==> src/design/pfr_pkg.sv <==
`default_nettype none

package pfr_pkg;

    localparam int NUM_FRAMES_DEF = 256;
    localparam int AGE_BITS_DEF   = 16;

    // frame count is also capped by the 8-bit frame index
    localparam int ADDR_LIMIT     = 256;

    localparam int REQ_W          = 3;
    localparam int FRAME_W        = 8;
    localparam int HAND_W         = 9;
    localparam int CFG_IDX_W      = 2;
    localparam int CFG_DATA_W     = 9;

    localparam logic [REQ_W-1:0] REQ_TOUCH     = 3'd0;
    localparam logic [REQ_W-1:0] REQ_FIND_FREE = 3'd1;
    localparam logic [REQ_W-1:0] REQ_VICTIM    = 3'd2;
    localparam logic [REQ_W-1:0] REQ_MARK_OCC  = 3'd3;
    localparam logic [REQ_W-1:0] REQ_MARK_FREE = 3'd4;

    localparam logic [CFG_IDX_W-1:0] CFG_POLICY_MODE   = 2'd0;
    localparam logic [CFG_IDX_W-1:0] CFG_FRAMES_IN_USE = 2'd1;

    localparam logic [CFG_DATA_W-1:0] FRAMES_RESET = 9'd256;

    typedef struct packed {
        logic [REQ_W-1:0]   req_type;
        logic [FRAME_W-1:0] frame_index;
    } t_req;

    typedef struct packed {
        logic [FRAME_W-1:0] result_frame;
        logic               found;
    } t_res;

endpackage

`default_nettype wire

==> src/design/pfr_cell.sv <==
`default_nettype none

module pfr_cell #(
    parameter int AGE_BITS = pfr_pkg::AGE_BITS_DEF
) (
    input  wire logic                i_clk,
    input  wire logic                i_rst_n,
    input  wire logic                i_shift,
    input  wire logic                i_free,
    input  wire logic [AGE_BITS-1:0] i_age,
    output logic                     o_free,
    output logic [AGE_BITS-1:0]      o_age
);

    logic                r_free;
    logic [AGE_BITS-1:0] r_age;

    always_ff @(posedge i_clk) begin
        if (!i_rst_n) begin
            r_free <= 1'b1;
            r_age  <= '0;
        end else if (i_shift) begin
            r_free <= i_free;
            r_age  <= i_age;
        end
    end

    assign o_free = r_free;
    assign o_age  = r_age;

endmodule

`default_nettype wire

==> config.mk <==
export PLATFORM = sky130hd
export DESIGN_NAME = pfr_cell
export DESIGN_NICKNAME = d
export VERILOG_FILES = /design/src/design/pfr_pkg.sv /design/src/design/pfr_cell.sv
export SDC_FILE = /design/constraint.sdc
export NUM_CORES = 1
export LEC_CHECK = 0
export ABC_AREA = 1
export BUFFER_PORTS_ARGS = -buffer_cell sky130_fd_sc_hd__buf_2
export CAP_MARGIN = 20
export CELL_PAD_IN_SITES_DETAIL_PLACEMENT = 2
export CELL_PAD_IN_SITES_GLOBAL_PLACEMENT = 2
export CORE_UTILIZATION = 19
export DETAILED_ROUTE_END_ITERATION = 8
export PLACE_DENSITY = 0.78
export SYNTH_ARGS = -nofsm -noshare
export SYNTH_HDL_FRONTEND = slang
export SYNTH_SLANG_ARGS = --single-unit
==> constraint.sdc <==
create_clock -name i_clk -period 0.8 [get_ports i_clk]
set_input_delay 0 -clock i_clk [delete_from_list [all_inputs] [get_ports i_clk]]
set_output_delay 0 -clock i_clk [all_outputs]
set_load 0.05 [all_outputs]
## After elaboration in Yosys (flattened, before gate mapping)

Index checks and enable logic that the tools add are counted.

| word-level totals | value |
|---|---|
| register bits | 17 |
| bits of input ports | 20 |
| output and inout bits | 17 |
| logic and storage cells | 2 |

## Longest topological paths before layout

| logic depth | value |
|---|---|
| depth in word-level cells | 0 |
| gate-level depth with buffers | 5 |
| gate-level depth less buffers | 4 |

## Worst setup path after synthesis

OpenSTA, ideal clock, no wires.

| path | value |
|---|---|
| path kind | register to register |
| start | register o_age[13] (netlist name) |
| end | register r_age[13] (netlist: o_age[13]) |
| library setup time | 64 ps |
| data arrival time | 794 ps |
| required time | 736 ps |
| setup slack | -58 ps |
| stages on the path, launching flop included | 3 |
| buffers on the path | 0 |
| period minus slack after synthesis | 858 ps |
| path through | dfxtp_1 -> nor2_1 -> nor2_1 |

RTL lines:

| what | RTL line | RTL |
|---|---|---|
| to (signal assigned) | pfr_cell.sv:24 | `r_age <= i_age;` |
| to (decl) | pfr_cell.sv:16 | `logic [AGE_BITS-1:0] r_age;` |

## Worst setup path in the final report

| path | value |
|---|---|
| start | register r_age[1] (netlist: o_age[1]) |
| end | output o_age[1] |

RTL lines:

| what | RTL line | RTL |
|---|---|---|
| to (decl) | pfr_cell.sv:12 | `output logic [AGE_BITS-1:0] o_age` |

No word-level cell between the ends.

==> impl_results.md <==
- Worst-margin pin slew: 0.327 ns
- WS Path Type: flop to output pin
- Setup TNS: 0 ns
- Area Overhead vs Synth: 45.8%
- Residual DRC count: 0
- Initial cell density of the core: 19.8%
- Post-synthesis sequential area ratio: 47.0%
- Final GP Congestion: 0.611
- Hold Path Class: input port to flop
- HPWL after DPL: 1370 microns
- Total grt overflow: 0
- GRT Overall Usage: 9.97%
- Switching share of power: 32.1%
- N_diodes: 0
- Die W: 63.8 microns
- Slew headroom: 78.2%
- Crit. path cell count: 1
- R2R Setup Slk: 0.22 ns
- Largest area contributor in the netlist: dfxtp_1
- Clk pwr share: 30.8%
- Share of cells above drive strength 1: 40.6%
- Reg2Reg Depth: 2
- Cell count after placement: 186
- Syn Inst Count: 107
- Worst Skew: 0 ns
- Final hold violation count: 0
- # rows: 22
- CTS Buf Count: 3
- Crit path max-delay family: flip-flops
- FF-to-FF End: o_age[1]
- Top-area cell type share of the netlist area: 47.0%
- PwrDens: 2010 nW/um^2
- Lkg Pwr: 0.000597 uW
- Synthesized area per cell: 6.77 sq um
- Origin of the worst setup path: o_age[1]
- Mapped Nets: 127
- RSZ-0062 raised after global routing: false
- Power share of the combinational group: 24.4%
- Startpoint Class: flop
- CP peak stage delay: 0.34 ns
- Crit path capture: o_age[1]
- CP Cell Sequence: buf_4
- Fin Hold WS: 0.0343 ns
- Final setup fails: 0
- CP required: 0.80 ns
- Via density: 3.83
- Die area: 4060 sq um
- Via count: 731
- Worst EP arrival: 0.78 ns
- Register clock-pin slew on the reported worst setup and hold paths: 0.07 ns
- CTS Sinks: 17
- # Max-Cap Violations: 0
- Core box area: 3660 sq um
- Largest net degree at the start of global routing: 35
- Final period util: 97.2%
- CTS Buffer Depth: 2
- First-pass GRT wire length: 3140 microns
- Clock tree root buffer cell: clkbuf_8
- Most frequent cells in the layout: 34 x nand2_1, 32 x nor2_1, 19 x buf_2
- Status: finished, final reports clean
- FMAX: 1290 MHz
- I/O Pins: 37
- TritonCTS clock tree: built
- Min-Delay Path Depth: 5
- Non-Filler Instances: 191
- Commonest non-fill, non-tap cell in the layout: nand2_1
- Number of port buffers: 36
- Internal power: 1440 uW
- DR pass1 iterations: 2
- Yosys synthesis warning count: 0
- Share of power burned in registers: 44.8%
- Synth area leaders: dfxtp_1 47%, nand2_1 18%, nor2_1 17%
- Min Tclk post-route: 0.777 ns
- Netlist cell types: 8
- R2R Path Start: o_age[1]
- Initial antenna violation count: 0
- P_sw: 683 uW
- Slew Viols, Final: 0
- 1st-iter DRT viols: 18
- Buf/Inv on CP: 1
- # H-tree levels: 1
- Die H: 63.8 microns
- Drt wl/cell: 9.86 microns
- CP endpoint kind: output pin
- Final nets: 164
- Routed wire length: 1880 microns
- CP max-delay cell: dfxtp_2
- VDD IR max: 0.000634 V
- Vias in the first global route: 787
- Clk Latency, worst-skew pair: 0.25 ns
- Critical Path Fanout Max: 2
- Post-Syn Area: 724 sq um
- ANT nets after route: 0
- FF+latch count, synth: 17
## registers in the layout, summed over array words and instances, names as in the netlist
signal  cells
o_free      1
o_age      16
## Yosys cell counts
library cell,instances
buf_4,2
buf_6,2
buf_8,2
dfxtp_1,17
inv_1,17
nand2_1,34
nand3_1,1
nor2_1,32
## power groups by stage
stage               Sequential (uW)  Combinational, uW  Clock [uW]
floorplan                      1170                157           0
global placement                962                462           0
detailed placement              966                478           0
CTS                             950                516         687
global route                    958                563         724
finish                          953                519         653
## how the worst min path moves through the flow
stage	end	slack, ns	start
floorplan	o_free	0.13	i_free
detailed placement	o_free	0.22	i_free
global route	o_age[9]	0.04	i_age[9]
CTS	o_age[9]	0.03	i_age[9]
global placement	o_free	0.21	i_free
finish	o_age[7]	0.03	i_age[7]
## what timing repair did
item	4_1_cts	5_1_grt
gates resized for setup	17	5
setup endpoints to repair	17	5
hold buffers	1	0
endpoints found under the hold margin	1	0
buffers inserted	0	0
## stage by stage
step	utilization, %	total power, uW	area (sq um)	worst slack, ns
6_report	28.8	2120	1060	0.0228
5_1_grt	28.8	2250	1060	0.000493
4_1_cts	28.3	2150	1040	0.0113
3_5_place_dp	25.6	1440	938	0.192
3_3_place_gp	25.6	1420	938	0.226
2_1_floorplan	-	1330	746	0.101
## logic make-up (layout without fill, tap and decap cells)
group,Yosys count,count (layout),synth area share (%)
and+or+nand+nor,67,67,34.9
buffers and inverters,23,59,18.1
DFF,17,17,47.0
## per-layer routing
layer	up-vias	part of all wire [%]	global-route usage [%]
met2	24	53	19.0
met4	0	0.64	4.26
li1	371	-	-
met5	-	0	0
met1	334	40	9.88
met3	2	6.4	2.86
## cell type report
cell class                 instances  area, sq um
fill                             467         2610
sequential                        17          362
multi-input combinational         67          253
clock buffer                       3         41.3
clock inverter                     1         5.00
tap                               48         60.1
timing repair buffer              38          272
inverter                          17         63.8
No activity file was read; power rests on OpenSTA's default activity.
