[src/design/pfr_pkg.sv]
`default_nettype none

package pfr_pkg;

    localparam int NUM_FRAMES_DEF = 256;
    localparam int AGE_BITS_DEF   = 16;

    // frame count is also capped by the 8-bit frame index
    localparam int ADDR_LIMIT     = 256;

    localparam int REQ_W          = 3;
    localparam int FRAME_W        = 8;
    localparam int HAND_W         = 9;
    localparam int CFG_IDX_W      = 2;
    localparam int CFG_DATA_W     = 9;

    localparam logic [REQ_W-1:0] REQ_TOUCH     = 3'd0;
    localparam logic [REQ_W-1:0] REQ_FIND_FREE = 3'd1;
    localparam logic [REQ_W-1:0] REQ_VICTIM    = 3'd2;
    localparam logic [REQ_W-1:0] REQ_MARK_OCC  = 3'd3;
    localparam logic [REQ_W-1:0] REQ_MARK_FREE = 3'd4;

    localparam logic [CFG_IDX_W-1:0] CFG_POLICY_MODE   = 2'd0;
    localparam logic [CFG_IDX_W-1:0] CFG_FRAMES_IN_USE = 2'd1;

    localparam logic [CFG_DATA_W-1:0] FRAMES_RESET = 9'd256;

    typedef struct packed {
        logic [REQ_W-1:0]   req_type;
        logic [FRAME_W-1:0] frame_index;
    } t_req;

    typedef struct packed {
        logic [FRAME_W-1:0] result_frame;
        logic               found;
    } t_res;

endpackage

`default_nettype wire

[src/design/pfr_ctrl.sv]
`default_nettype none

module pfr_ctrl #(
    parameter int NUM_FRAMES = pfr_pkg::NUM_FRAMES_DEF,
    parameter int AGE_BITS   = pfr_pkg::AGE_BITS_DEF
) (
    input  wire logic                               i_clk,
    input  wire logic                               i_rst_n,
    input  wire logic                               i_start,
    output logic                                    o_busy,
    input  wire pfr_pkg::t_req                      i_req,
    output logic                                    o_done,
    output pfr_pkg::t_res                           o_res,
    input  wire logic                               i_cfg_valid,
    input  wire logic [pfr_pkg::CFG_IDX_W-1:0]      i_cfg_index,
    input  wire logic [pfr_pkg::CFG_DATA_W-1:0]     i_cfg_data,
    output logic                                    o_shift,
    input  wire logic                               i_head_free,
    input  wire logic [AGE_BITS-1:0]                i_head_age,
    output logic                                    o_tail_free,
    output logic [AGE_BITS-1:0]                     o_tail_age
);

    localparam int FIDX_W = $clog2(NUM_FRAMES);
    localparam int NF_W   = $clog2(NUM_FRAMES + 1);
    localparam int CMP_W  = (NF_W > pfr_pkg::HAND_W) ? NF_W : pfr_pkg::HAND_W;

    typedef enum logic [1:0] {
        S_IDLE,
        S_PASS1,
        S_PASS2
    } t_state;

    t_state                          r_state;
    logic [FIDX_W-1:0]               r_pos;
    logic                            r_lru_cfg;
    logic [pfr_pkg::CFG_DATA_W-1:0]  r_frames_cfg;
    logic                            r_lru;
    logic [pfr_pkg::REQ_W-1:0]       r_op;
    logic [pfr_pkg::FRAME_W-1:0]     r_f;
    logic                            r_fok;
    logic [CMP_W-1:0]                r_n;
    logic [pfr_pkg::HAND_W-1:0]      r_hand;
    logic                            r_found;
    logic [pfr_pkg::FRAME_W-1:0]     r_res;
    logic [AGE_BITS-1:0]             r_top;
    logic                            r_done;
    pfr_pkg::t_res                   r_out;

    logic [CMP_W-1:0]                n_count;
    logic                            n_fok;
    logic                            accept;
    logic [CMP_W-1:0]                pos_ext;
    logic                            in_rng;
    logic                            hit;
    logic                            take_free;
    logic                            take_clk;
    logic                            take_max;
    logic                            last;
    logic                            found_now;
    logic [pfr_pkg::FRAME_W-1:0]     res_now;
    pfr_pkg::t_res                   n_out;

    assign accept = i_start && (r_state == S_IDLE);

    // managed frame count: zero reads as one, capped by table size and index range
    always_comb begin
        n_count = CMP_W'(r_frames_cfg);
        if (n_count == '0) begin
            n_count = CMP_W'(1);
        end
        if (n_count > CMP_W'(NUM_FRAMES)) begin
            n_count = CMP_W'(NUM_FRAMES);
        end
        if (n_count > CMP_W'(pfr_pkg::ADDR_LIMIT)) begin
            n_count = CMP_W'(pfr_pkg::ADDR_LIMIT);
        end
        n_fok = CMP_W'(i_req.frame_index) < n_count;
    end

    // head of the ring: frame r_pos passes through here and re-enters at the tail
    always_comb begin
        pos_ext     = CMP_W'(r_pos);
        in_rng      = pos_ext < r_n;
        hit         = in_rng && (pos_ext == CMP_W'(r_f));
        o_tail_free = i_head_free;
        o_tail_age  = i_head_age;
        take_free   = 1'b0;
        take_clk    = 1'b0;
        take_max    = 1'b0;
        unique case (r_op)
            pfr_pkg::REQ_TOUCH: begin
                if (r_lru) begin
                    if (hit) begin
                        o_tail_age = '0;
                    end else if (r_fok && in_rng && !i_head_free &&
                                 (i_head_age != '1)) begin
                        o_tail_age = i_head_age + 1'b1;
                    end
                end else if (hit) begin
                    o_tail_age = AGE_BITS'(1);
                end
            end
            pfr_pkg::REQ_MARK_OCC,
            pfr_pkg::REQ_MARK_FREE: begin
                if (hit) begin
                    o_tail_free = (r_op == pfr_pkg::REQ_MARK_FREE);
                end
            end
            pfr_pkg::REQ_FIND_FREE: begin
                take_free = !r_found && in_rng && i_head_free;
            end
            pfr_pkg::REQ_VICTIM: begin
                if (r_lru) begin
                    take_max = in_rng && ((r_pos == '0) || (i_head_age > r_top));
                end else if (in_rng && !r_found &&
                             ((r_state == S_PASS2) || (pos_ext >= CMP_W'(r_hand)))) begin
                    // second chance: stop at a clear bit, clear set ones on the way
                    if (i_head_age == '0) begin
                        take_clk = 1'b1;
                    end else begin
                        o_tail_age = '0;
                    end
                end
            end
            default: begin
            end
        endcase
    end

    assign last      = (r_pos == FIDX_W'(NUM_FRAMES - 1));
    assign found_now = r_found || take_free || take_clk;
    assign res_now   = (take_free || take_clk || take_max) ? pos_ext[pfr_pkg::FRAME_W-1:0]
                                                           : r_res;

    always_comb begin
        unique case (r_op)
            pfr_pkg::REQ_TOUCH,
            pfr_pkg::REQ_MARK_OCC,
            pfr_pkg::REQ_MARK_FREE: begin
                n_out.result_frame = r_f;
                n_out.found        = r_fok;
            end
            pfr_pkg::REQ_FIND_FREE: begin
                n_out.result_frame = found_now ? res_now : '0;
                n_out.found        = found_now;
            end
            pfr_pkg::REQ_VICTIM: begin
                n_out.result_frame = res_now;
                n_out.found        = 1'b1;
            end
            default: begin
                n_out.result_frame = r_f;
                n_out.found        = 1'b0;
            end
        endcase
    end

    always_ff @(posedge i_clk) begin
        if (!i_rst_n) begin
            r_state      <= S_IDLE;
            r_pos        <= '0;
            r_lru_cfg    <= 1'b0;
            r_frames_cfg <= pfr_pkg::FRAMES_RESET;
            r_hand       <= '0;
            r_done       <= 1'b0;
            r_out        <= '0;
            r_lru        <= 1'b0;
            r_op         <= pfr_pkg::REQ_TOUCH;
            r_f          <= '0;
            r_fok        <= 1'b0;
            r_n          <= CMP_W'(1);
            r_found      <= 1'b0;
            r_res        <= '0;
            r_top        <= '0;
        end else begin
            r_done <= 1'b0;
            if (i_cfg_valid) begin
                unique case (i_cfg_index)
                    pfr_pkg::CFG_POLICY_MODE:   r_lru_cfg    <= i_cfg_data[0];
                    pfr_pkg::CFG_FRAMES_IN_USE: r_frames_cfg <= i_cfg_data;
                    default: begin
                    end
                endcase
            end
            unique case (r_state)
                S_IDLE: begin
                    if (accept) begin
                        r_state <= S_PASS1;
                        r_pos   <= '0;
                        r_lru   <= r_lru_cfg;
                        r_op    <= i_req.req_type;
                        r_f     <= i_req.frame_index;
                        r_fok   <= n_fok;
                        r_n     <= n_count;
                        r_found <= 1'b0;
                        r_res   <= '0;
                        r_top   <= '0;
                        if (!r_lru_cfg && (CMP_W'(r_hand) >= n_count)) begin
                            if ((i_req.req_type == pfr_pkg::REQ_VICTIM) ||
                                ((i_req.req_type == pfr_pkg::REQ_TOUCH) && n_fok)) begin
                                r_hand <= '0;
                            end
                        end else if (!r_lru_cfg && n_fok &&
                                     (i_req.req_type == pfr_pkg::REQ_TOUCH)) begin
                            r_hand <= r_hand + 1'b1;
                        end
                    end
                end
                S_PASS1,
                S_PASS2: begin
                    r_pos <= last ? '0 : r_pos + 1'b1;
                    if (take_free || take_clk) begin
                        r_found <= 1'b1;
                        r_res   <= pos_ext[pfr_pkg::FRAME_W-1:0];
                    end
                    if (take_clk) begin
                        r_hand <= pos_ext[pfr_pkg::HAND_W-1:0];
                    end
                    if (take_max) begin
                        r_top <= i_head_age;
                        r_res <= pos_ext[pfr_pkg::FRAME_W-1:0];
                    end
                    if (last) begin
                        if ((r_state == S_PASS1) && (r_op == pfr_pkg::REQ_VICTIM) &&
                            !r_lru && !found_now) begin
                            r_state <= S_PASS2;
                        end else begin
                            r_state <= S_IDLE;
                            r_done  <= 1'b1;
                            r_out   <= n_out;
                        end
                    end
                end
                default: begin
                    r_state <= S_IDLE;
                end
            endcase
        end
    end

    assign o_busy  = (r_state != S_IDLE);
    assign o_shift = (r_state != S_IDLE);
    assign o_done  = r_done;
    assign o_res   = r_out;

    a_done_ends_pass: assert property (@(posedge i_clk) disable iff (!i_rst_n)
        r_done |-> $past(r_state != S_IDLE))
        else $error("result strobe without a preceding pass");

    a_ring_aligned: assert property (@(posedge i_clk) disable iff (!i_rst_n)
        (r_state == S_IDLE) |-> (r_pos == '0))
        else $error("ring not back in place when idle");

    a_hand_range: assert property (@(posedge i_clk) disable iff (!i_rst_n)
        r_hand <= pfr_pkg::HAND_W'(pfr_pkg::ADDR_LIMIT))
        else $error("clock hand out of range");

    a_pass2_clock_only: assert property (@(posedge i_clk) disable iff (!i_rst_n)
        (r_state == S_PASS2) |-> ((r_op == pfr_pkg::REQ_VICTIM) && !r_lru))
        else $error("second pass outside a clock victim scan");

    a_pass2_finds: assert property (@(posedge i_clk) disable iff (!i_rst_n)
        ((r_state == S_PASS2) && last) |-> found_now)
        else $error("clock victim scan ended without a victim");

endmodule

`default_nettype wire

[config.mk]
export PLATFORM = sky130hd
export DESIGN_NAME = pfr_ctrl
export DESIGN_NICKNAME = d
export VERILOG_FILES = /design/src/design/pfr_pkg.sv /design/src/design/pfr_ctrl.sv
export SDC_FILE = /design/constraint.sdc
export NUM_CORES = 1
export LEC_CHECK = 0
export ABC_CLOCK_PERIOD_IN_PS = 2900
export BUFFER_PORTS_ARGS = -buffer_cell sky130_fd_sc_hd__buf_4
export CORE_MARGIN = 5
export CORE_UTILIZATION = 45
export CTS_CLUSTER_SIZE = 16
export DETAILED_ROUTE_END_ITERATION = 7
export HOLD_SLACK_MARGIN = 0.08
export PLACE_DENSITY = 0.71
export SYNTH_ARGS = -nofsm -noshare
export SYNTH_HDL_FRONTEND = slang
export SYNTH_SLANG_ARGS = --single-unit
[constraint.sdc]
create_clock -name i_clk -period 2.9 [get_ports i_clk]
set_clock_uncertainty 0.2 [all_clocks]
set_input_delay 0.145 -clock i_clk [delete_from_list [all_inputs] [get_ports i_clk]]
set_output_delay 0.145 -clock i_clk [all_outputs]
set_load 0.01 [all_outputs]
# --- Word-level counts from Yosys, hierarchy flattened ---
# Index checks and enable logic that the tools add are counted.
totals:
  regBits: 86
  output_inout_bits: 29
  word_cells: 143
op_classes:
  addsub: 3
  n_lt_le_gt_ge: 7
  eq_ne: 19
  mux: 46
  bitwise: 1
  reduce_logical: 51
ops:
  columns: ["op", "count"]
  rows:
  - ["2-to-1 mux 16 bit", 9]
  - ["2-to-1 mux 9 bit", 8]
  - ["one-hot mux 16 bit (2 select lines)", 2]
  - ["2-to-1 mux 8 bit", 6]
  - ["one-hot mux 8 bit (2 select lines)", 2]
  - ["one-hot mux 9 bit (3 select lines)", 1]
  - ["> comparator 9 bit, second input constant", 2]
  - ["< comparator 8 x 9 -> 1 bit", 2]
  - ["one-hot mux 9 bit (2 select lines)", 1]
  - ["adder 16 x 1 -> 16 bit, second input constant", 1]
  - ["> comparator 16 bit", 1]
  - ["logical AND 1 bit", 16]
  - ["zero test 16 bit", 1]
  - ["!= test 16 bit, second input constant", 1]
  - ["AND reduction 3 bit", 5]
  - ["2-to-1 mux 1 bit", 12]
  - ["!= test 2 bit, second input constant", 5]
  - ["AND reduction 2 bit", 5]
  - ["adder 9 x 1 -> 9 bit, second input constant", 1]
  - ["equality test 3 x 2 -> 1 bit, second input constant", 3]
  - ["greater-or-equal comparator 8 x 9 -> 1 bit", 1]
  - ["greater-or-equal comparator 9 bit", 1]
  - ["zero test 9 bit", 1]
  - ["adder 8 x 1 -> 8 bit, second input constant", 1]
  - ["22 further kinds", 39]

# --- Depth between registers and ports, before layout ---
logic_depth:
  word_depth: 13
  depth_mapped: 13
  ltp_nobuf: 12

# --- Worst setup path after synthesis ---
# OpenSTA, ideal clock, no wires.
synth_timing:
  kind: "register to register"
  start: "register r_frames_cfg[4] (netlist bit)"
  end: "register r_hand[7] (netlist bit)"
  t_arrival_ns: 2.618
  required_time_ns: 2.572
  setup_slack_ns: -0.046
  path_stages_with_launch: 14
  path_buffers: 1
  synth_period_minus_slack_ns: 2.946
  cell_sequence: "dfxtp_1 nor4_1 a21oi_1 nor2_1 ha_1 nand2b_1 a2111oi_0 o21ai_0 a31oi_1 o22ai_1 o22ai_2 buf_2 mux2i_1 o21ai_1"
synth_between:
  elab_chain_len: 11
  word_cells_on_any_way: 19
synth_lines:
  columns: ["element", "line", "source"]
  rows:
  - ["start: declaration", "pfr_ctrl.sv:37", "logic [pfr_pkg::CFG_DATA_W-1:0] r_frames_cfg;"]
  - ["start signal: assignment", "pfr_ctrl.sv:164", "r_frames_cfg <= pfr_pkg::FRAMES_RESET;"]
  - ["start signal: assignment", "pfr_ctrl.sv:181", "pfr_pkg::CFG_FRAMES_IN_USE: r_frames_cfg <= i_cfg_data;"]
  - ["zero test 9 bit", "pfr_ctrl.sv:69", "if (n_count == '0) begin"]
  - ["2-to-1 mux 9 bit *", "pfr_ctrl.sv:69", null]
  - ["> comparator 9 bit", "pfr_ctrl.sv:72", "if (n_count > CMP_W'(NUM_FRAMES)) begin"]
  - ["2-to-1 mux 9 bit *", "pfr_ctrl.sv:72", null]
  - ["> comparator 9 bit", "pfr_ctrl.sv:75", "if (n_count > CMP_W'(pfr_pkg::ADDR_LIMIT)) begin"]
  - ["2-to-1 mux 9 bit *", "pfr_ctrl.sv:75", null]
  - ["via n_count[0]", "pfr_ctrl.sv:50", "logic [CMP_W-1:0] n_count;"]
  - ["< comparator 8 x 9 -> 1 bit / greater-or-equal comparator 9 bit (equally long branches)", "pfr_ctrl.sv:78, pfr_ctrl.sv:199", null]
  - ["logical AND 1 bit (on tied branches)", "pfr_ctrl.sv:201, pfr_ctrl.sv:199, pfr_ctrl.sv:204", null]
  - ["logical OR 1 bit, or another cell as far along", "pfr_ctrl.sv:200", "if ((i_req.req_type == pfr_pkg::REQ_VICTIM) ||"]
  - ["!= test 3 x 2 -> 1 bit (no line), or another cell as far along", null, null]
  - ["AND reduction 5 bit (no line) / one-hot mux 9 bit (2 select lines) (equally long branches)", null, null]
  - ["end signal: assignment", "pfr_ctrl.sv:206", "r_hand <= r_hand + 1'b1;"]
  - ["end signal: assignment", "pfr_ctrl.sv:218", "r_hand <= pos_ext[pfr_pkg::HAND_W-1:0];"]
  - ["end: declaration", "pfr_ctrl.sv:43", "logic [pfr_pkg::HAND_W-1:0] r_hand;"]
# Mark *: on every way through the listed nets, which the timed path passes. The rest lies on a longest branch. The select of a mux whose other input is x is not followed.
# A chain may end at the register's enable or synchronous reset.

# --- Final worst setup path ---
layout_timing:
  start: "register r_frames_cfg[7] (netlist bit)"
  end: "register r_hand[0] (netlist bit)"
# Same word-level chain as after synthesis.

==> out/metrics.yaml <==
placed_design:
  numPortBuffers: 71
  hpwl_um: 13300
  gp_congestion: 0.998
  pre_cts_slack_ns: -0.191
  dp.cells: 989
  dpl_cell_area_mm2: 0.00691
sta:
  drv_slew: 0
  fin_hold_ws_ns: 0.290
  fmax_mhz: 321
  setup_viol: 29
  tightest_slew_ns: 0.769
  period_share_pct: 107
  hold_viol_final: 0
  min_period_ns: 3.11
  maxSlewHeadroom_pct: 48.2
  setup_ws_ns: -0.214
  rsz0062_at_grt: "yes"
die:
  num_rows: 41
  die_w_um: 123
  die_area_mm2: 0.0152
  io_pins: 72
  die_h_um: 123
  start_util_pct: 45.9
  core_mm2: 0.0126
layout:
  stdcell_count: 1079
  finish.utilization_pct: 67.7
  layout-area-overhead-vs-synth_pct: 47.7
  design_area_mm2: 0.00855
  n_antenna_cell: 0
  drive_gt1_share_pct: 32.2
  nNetsFinal: 1002
worst_setup_path:
  critPathTopFamily: "compound AO/OA/AOI/OAI gates"
  worstPathArrival_ns: 3.15
  crit_chain: "nor4_4, a21oi_2, nor2_2, ha_1, nand2b_4, a2111oi_4, o21ai_1, a31oi_2, o22ai_2, o22ai_4, buf_12, a221oi_2, a211oi_1"
  path_class: "flop to flop"
  crit_path_end_kind: "flop"
  cp.required_ns: 2.94
  critPathMaxStageDelay_ns: 0.34
  start_kind: "flop"
  worst-path-buf-inv: 1
  crit_fanout: 9
  slowest_stage: "dfxtp_2"
route:
  dr_wl_met3_um: 1520
  via_count: 6494
  first_iter_violations: 690
  ant_nets: 0
  top_layer_used: "met4"
  dr.pass1.iters: 8
  routed_wl_um: 20900
  post_drt_via_cell_ratio: 6.02
  post_drt_wl_per_cell_um: 19.4
  drc_errors: 5
  routed-wl-met2_um: 10300
  drt-met1-wl_um: 8300
pwr:
  max-vdd-ir-drop_v: 0.000333
  clock_power_share_pct: 33.6
  netSwitchingFraction_pct: 32.3
  power.leakage_uw: 0.00352
  p_int_uw: 2760
  power_density_mw_per_mm2: 477
  seq_power_share_pct: 31.6
  comb_power_share_pct: 34.9
  p_sw_uw: 1320
yosys:
  syn_area_mm2: 0.00579
  synthCells: 719
  synth_edf_count: 0
  avgSynthCellArea_um2: 8.05
  synth_nets: 819
  async_reset_ff_share_pct: 0
  yosysTopAreaCell: "dfxtp_1"
  synth_top_area_share_pct: 29.8
  synth_cell_type_count: 66
  yosysSeqAreaShare_pct: 29.8
  synth_top_flop_cell: "dfxtp_1"
  yosys_register_bits: 86
  netlist_top_cells_area: "dfxtp_1, ha_1, nand2_1"
  ys_top_cells_by_count: "dfxtp_1, nand2_1, ha_1, nor2_1, inv_1"
  ys_warn_count: 0
  post-synth-top-count-cell: "dfxtp_1"
clock_network:
  clock_sinks: 86
  cts_root_buf: "clkbuf_16"
  cts_tree: "yes"
  clk_pin_slew_worst_paths_ns: 0.07
  cts_max_level: 3
  clockBufferDepth: 2
  clock_latency_ns: 0.36
  cts_buffers: 9
run_status:
  violations: "design-rule violations, negative setup slack"
  status: "complete, but fails checks"
job:
  maxCapViolations: 0
global_routing:
  grt_antenna_before_repair: 0
  grt_first_pass_wirelength_um: 30600
  grt_pass1_vias: 6056
  grt_max_degree: 55
  grt_usage_pct: 25.6
  overflow: 0
min_path:
  hold_path_class: "flop to flop"
kinds of logic (layout without fill, tap and decap cells):
kind of cell             count (synthesis)  in the layout  share of synthesized area, %
AO/OA/AOI/OAI                          181            181                          20.8
XOR/XNOR                                16             16                          2.42
adder cells (fa/ha/maj)                 57             57                          12.3
buffers and inverters                   87            275                          6.14
flip-flops                              86             86                          29.8
multiplexers                            33             33                          6.03
AND/OR/NAND/NOR                        259            259                          22.5
final cells by class:
type                       instances  area [um^2]
multi-input combinational        546         4190
fill                             952         4070
timing repair buffer             211         1880
sequential                        86         1730
clock buffer                       9          225
tap                              172          215
inverter                          48          180
clock inverter                     7          121
layer usage:
layer / vias to the layer above / track usage, %
met5: - / 0
met4: 0 / 10.6
met3: 78 / 3.66
met2: 382 / 44.6
met1: 3065 / 31.5
li1: 2969 / -
layout by cell type, fill, tap and decap left out, types with 10 or more instances in the layout:
| master | count |
|---|---|
| a31oi_1 | 10 |
| nand4_1 | 18 |
| clkbuf_16 | 10 |
| mux2_2 | 15 |
| inv_1 | 44 |
| mux2i_1 | 17 |
| buf_4 | 138 |
| o21ai_0 | 10 |
| nand2_1 | 83 |
| a22o_1 | 17 |
| nand3_1 | 21 |
| ha_1 | 50 |
| o21ai_1 | 30 |
| xor2_1 | 14 |
| buf_6 | 25 |
| dlygate4sd3_1 | 40 |
| a21oi_1 | 34 |
| nor2_1 | 46 |
| dfxtp_1 | 77 |
metrics by stage:
step	power [uW]	setup TNS [ns]
after detailed placement	2290	-2.56
final	4080	-3.88
after global placement	2260	-0.777
after floorplan	1860	-0.0108
after CTS	3870	-2.91
after global routing	4230	-8.53
worst reg2reg max path, cell delays in order (launching register included):
cell	delay [ns]
dfxtp_2	0.34
nor4_4	0.29
a21oi_2	0.12
nor2_2	0.16
ha_1	0.26
nand2b_4	0.16
a2111oi_4	0.28
o21ai_1	0.11
a31oi_2	0.23
o22ai_2	0.11
o22ai_4	0.23
buf_12	0.17
a221oi_2	0.04
a211oi_1	0.30
registers in the layout, indices dropped and copies added (netlist names), 2 cells and up:
name          flops
r_n               9
r_pos             8
r_top            16
r_res             8
r_hand            9
r_frames_cfg      9
r_f               8
o_res             9
r_state           2
r_op              3
worst paths after layout:
check	from	slack, ns	to	cells after the start
hold / removal	r_top[1]	0.29	r_top[1]	1
setup reg to reg	r_frames_cfg[7]	-0.21	r_hand[0]	13
setup / recovery	r_frames_cfg[7]	-0.21	r_hand[0]	13
hold reg to reg	r_top[1]	0.29	r_top[1]	1
power groups by stage:
| stage | Clock [uW] | Sequential, uW | Combinational, uW |
|---|---|---|---|
| after floorplan | 0 | 1300 | 569 |
| final | 1370 | 1290 | 1420 |
| after global routing | 1430 | 1290 | 1510 |
| after global placement | 0 | 1300 | 960 |
| after CTS | 1380 | 1280 | 1210 |
| after detailed placement | 0 | 1300 | 988 |
what timing repair did:
item	4_1_cts	5_1_grt
endpoints found under the setup margin	47	58
cloned	2	2
buffers inserted	16	14
resized for setup	58	93
pin swaps	30	63
hold endpoints to repair	45	0
hold buffers	40	0
Note: power is estimated with default switching activity, not from simulation.
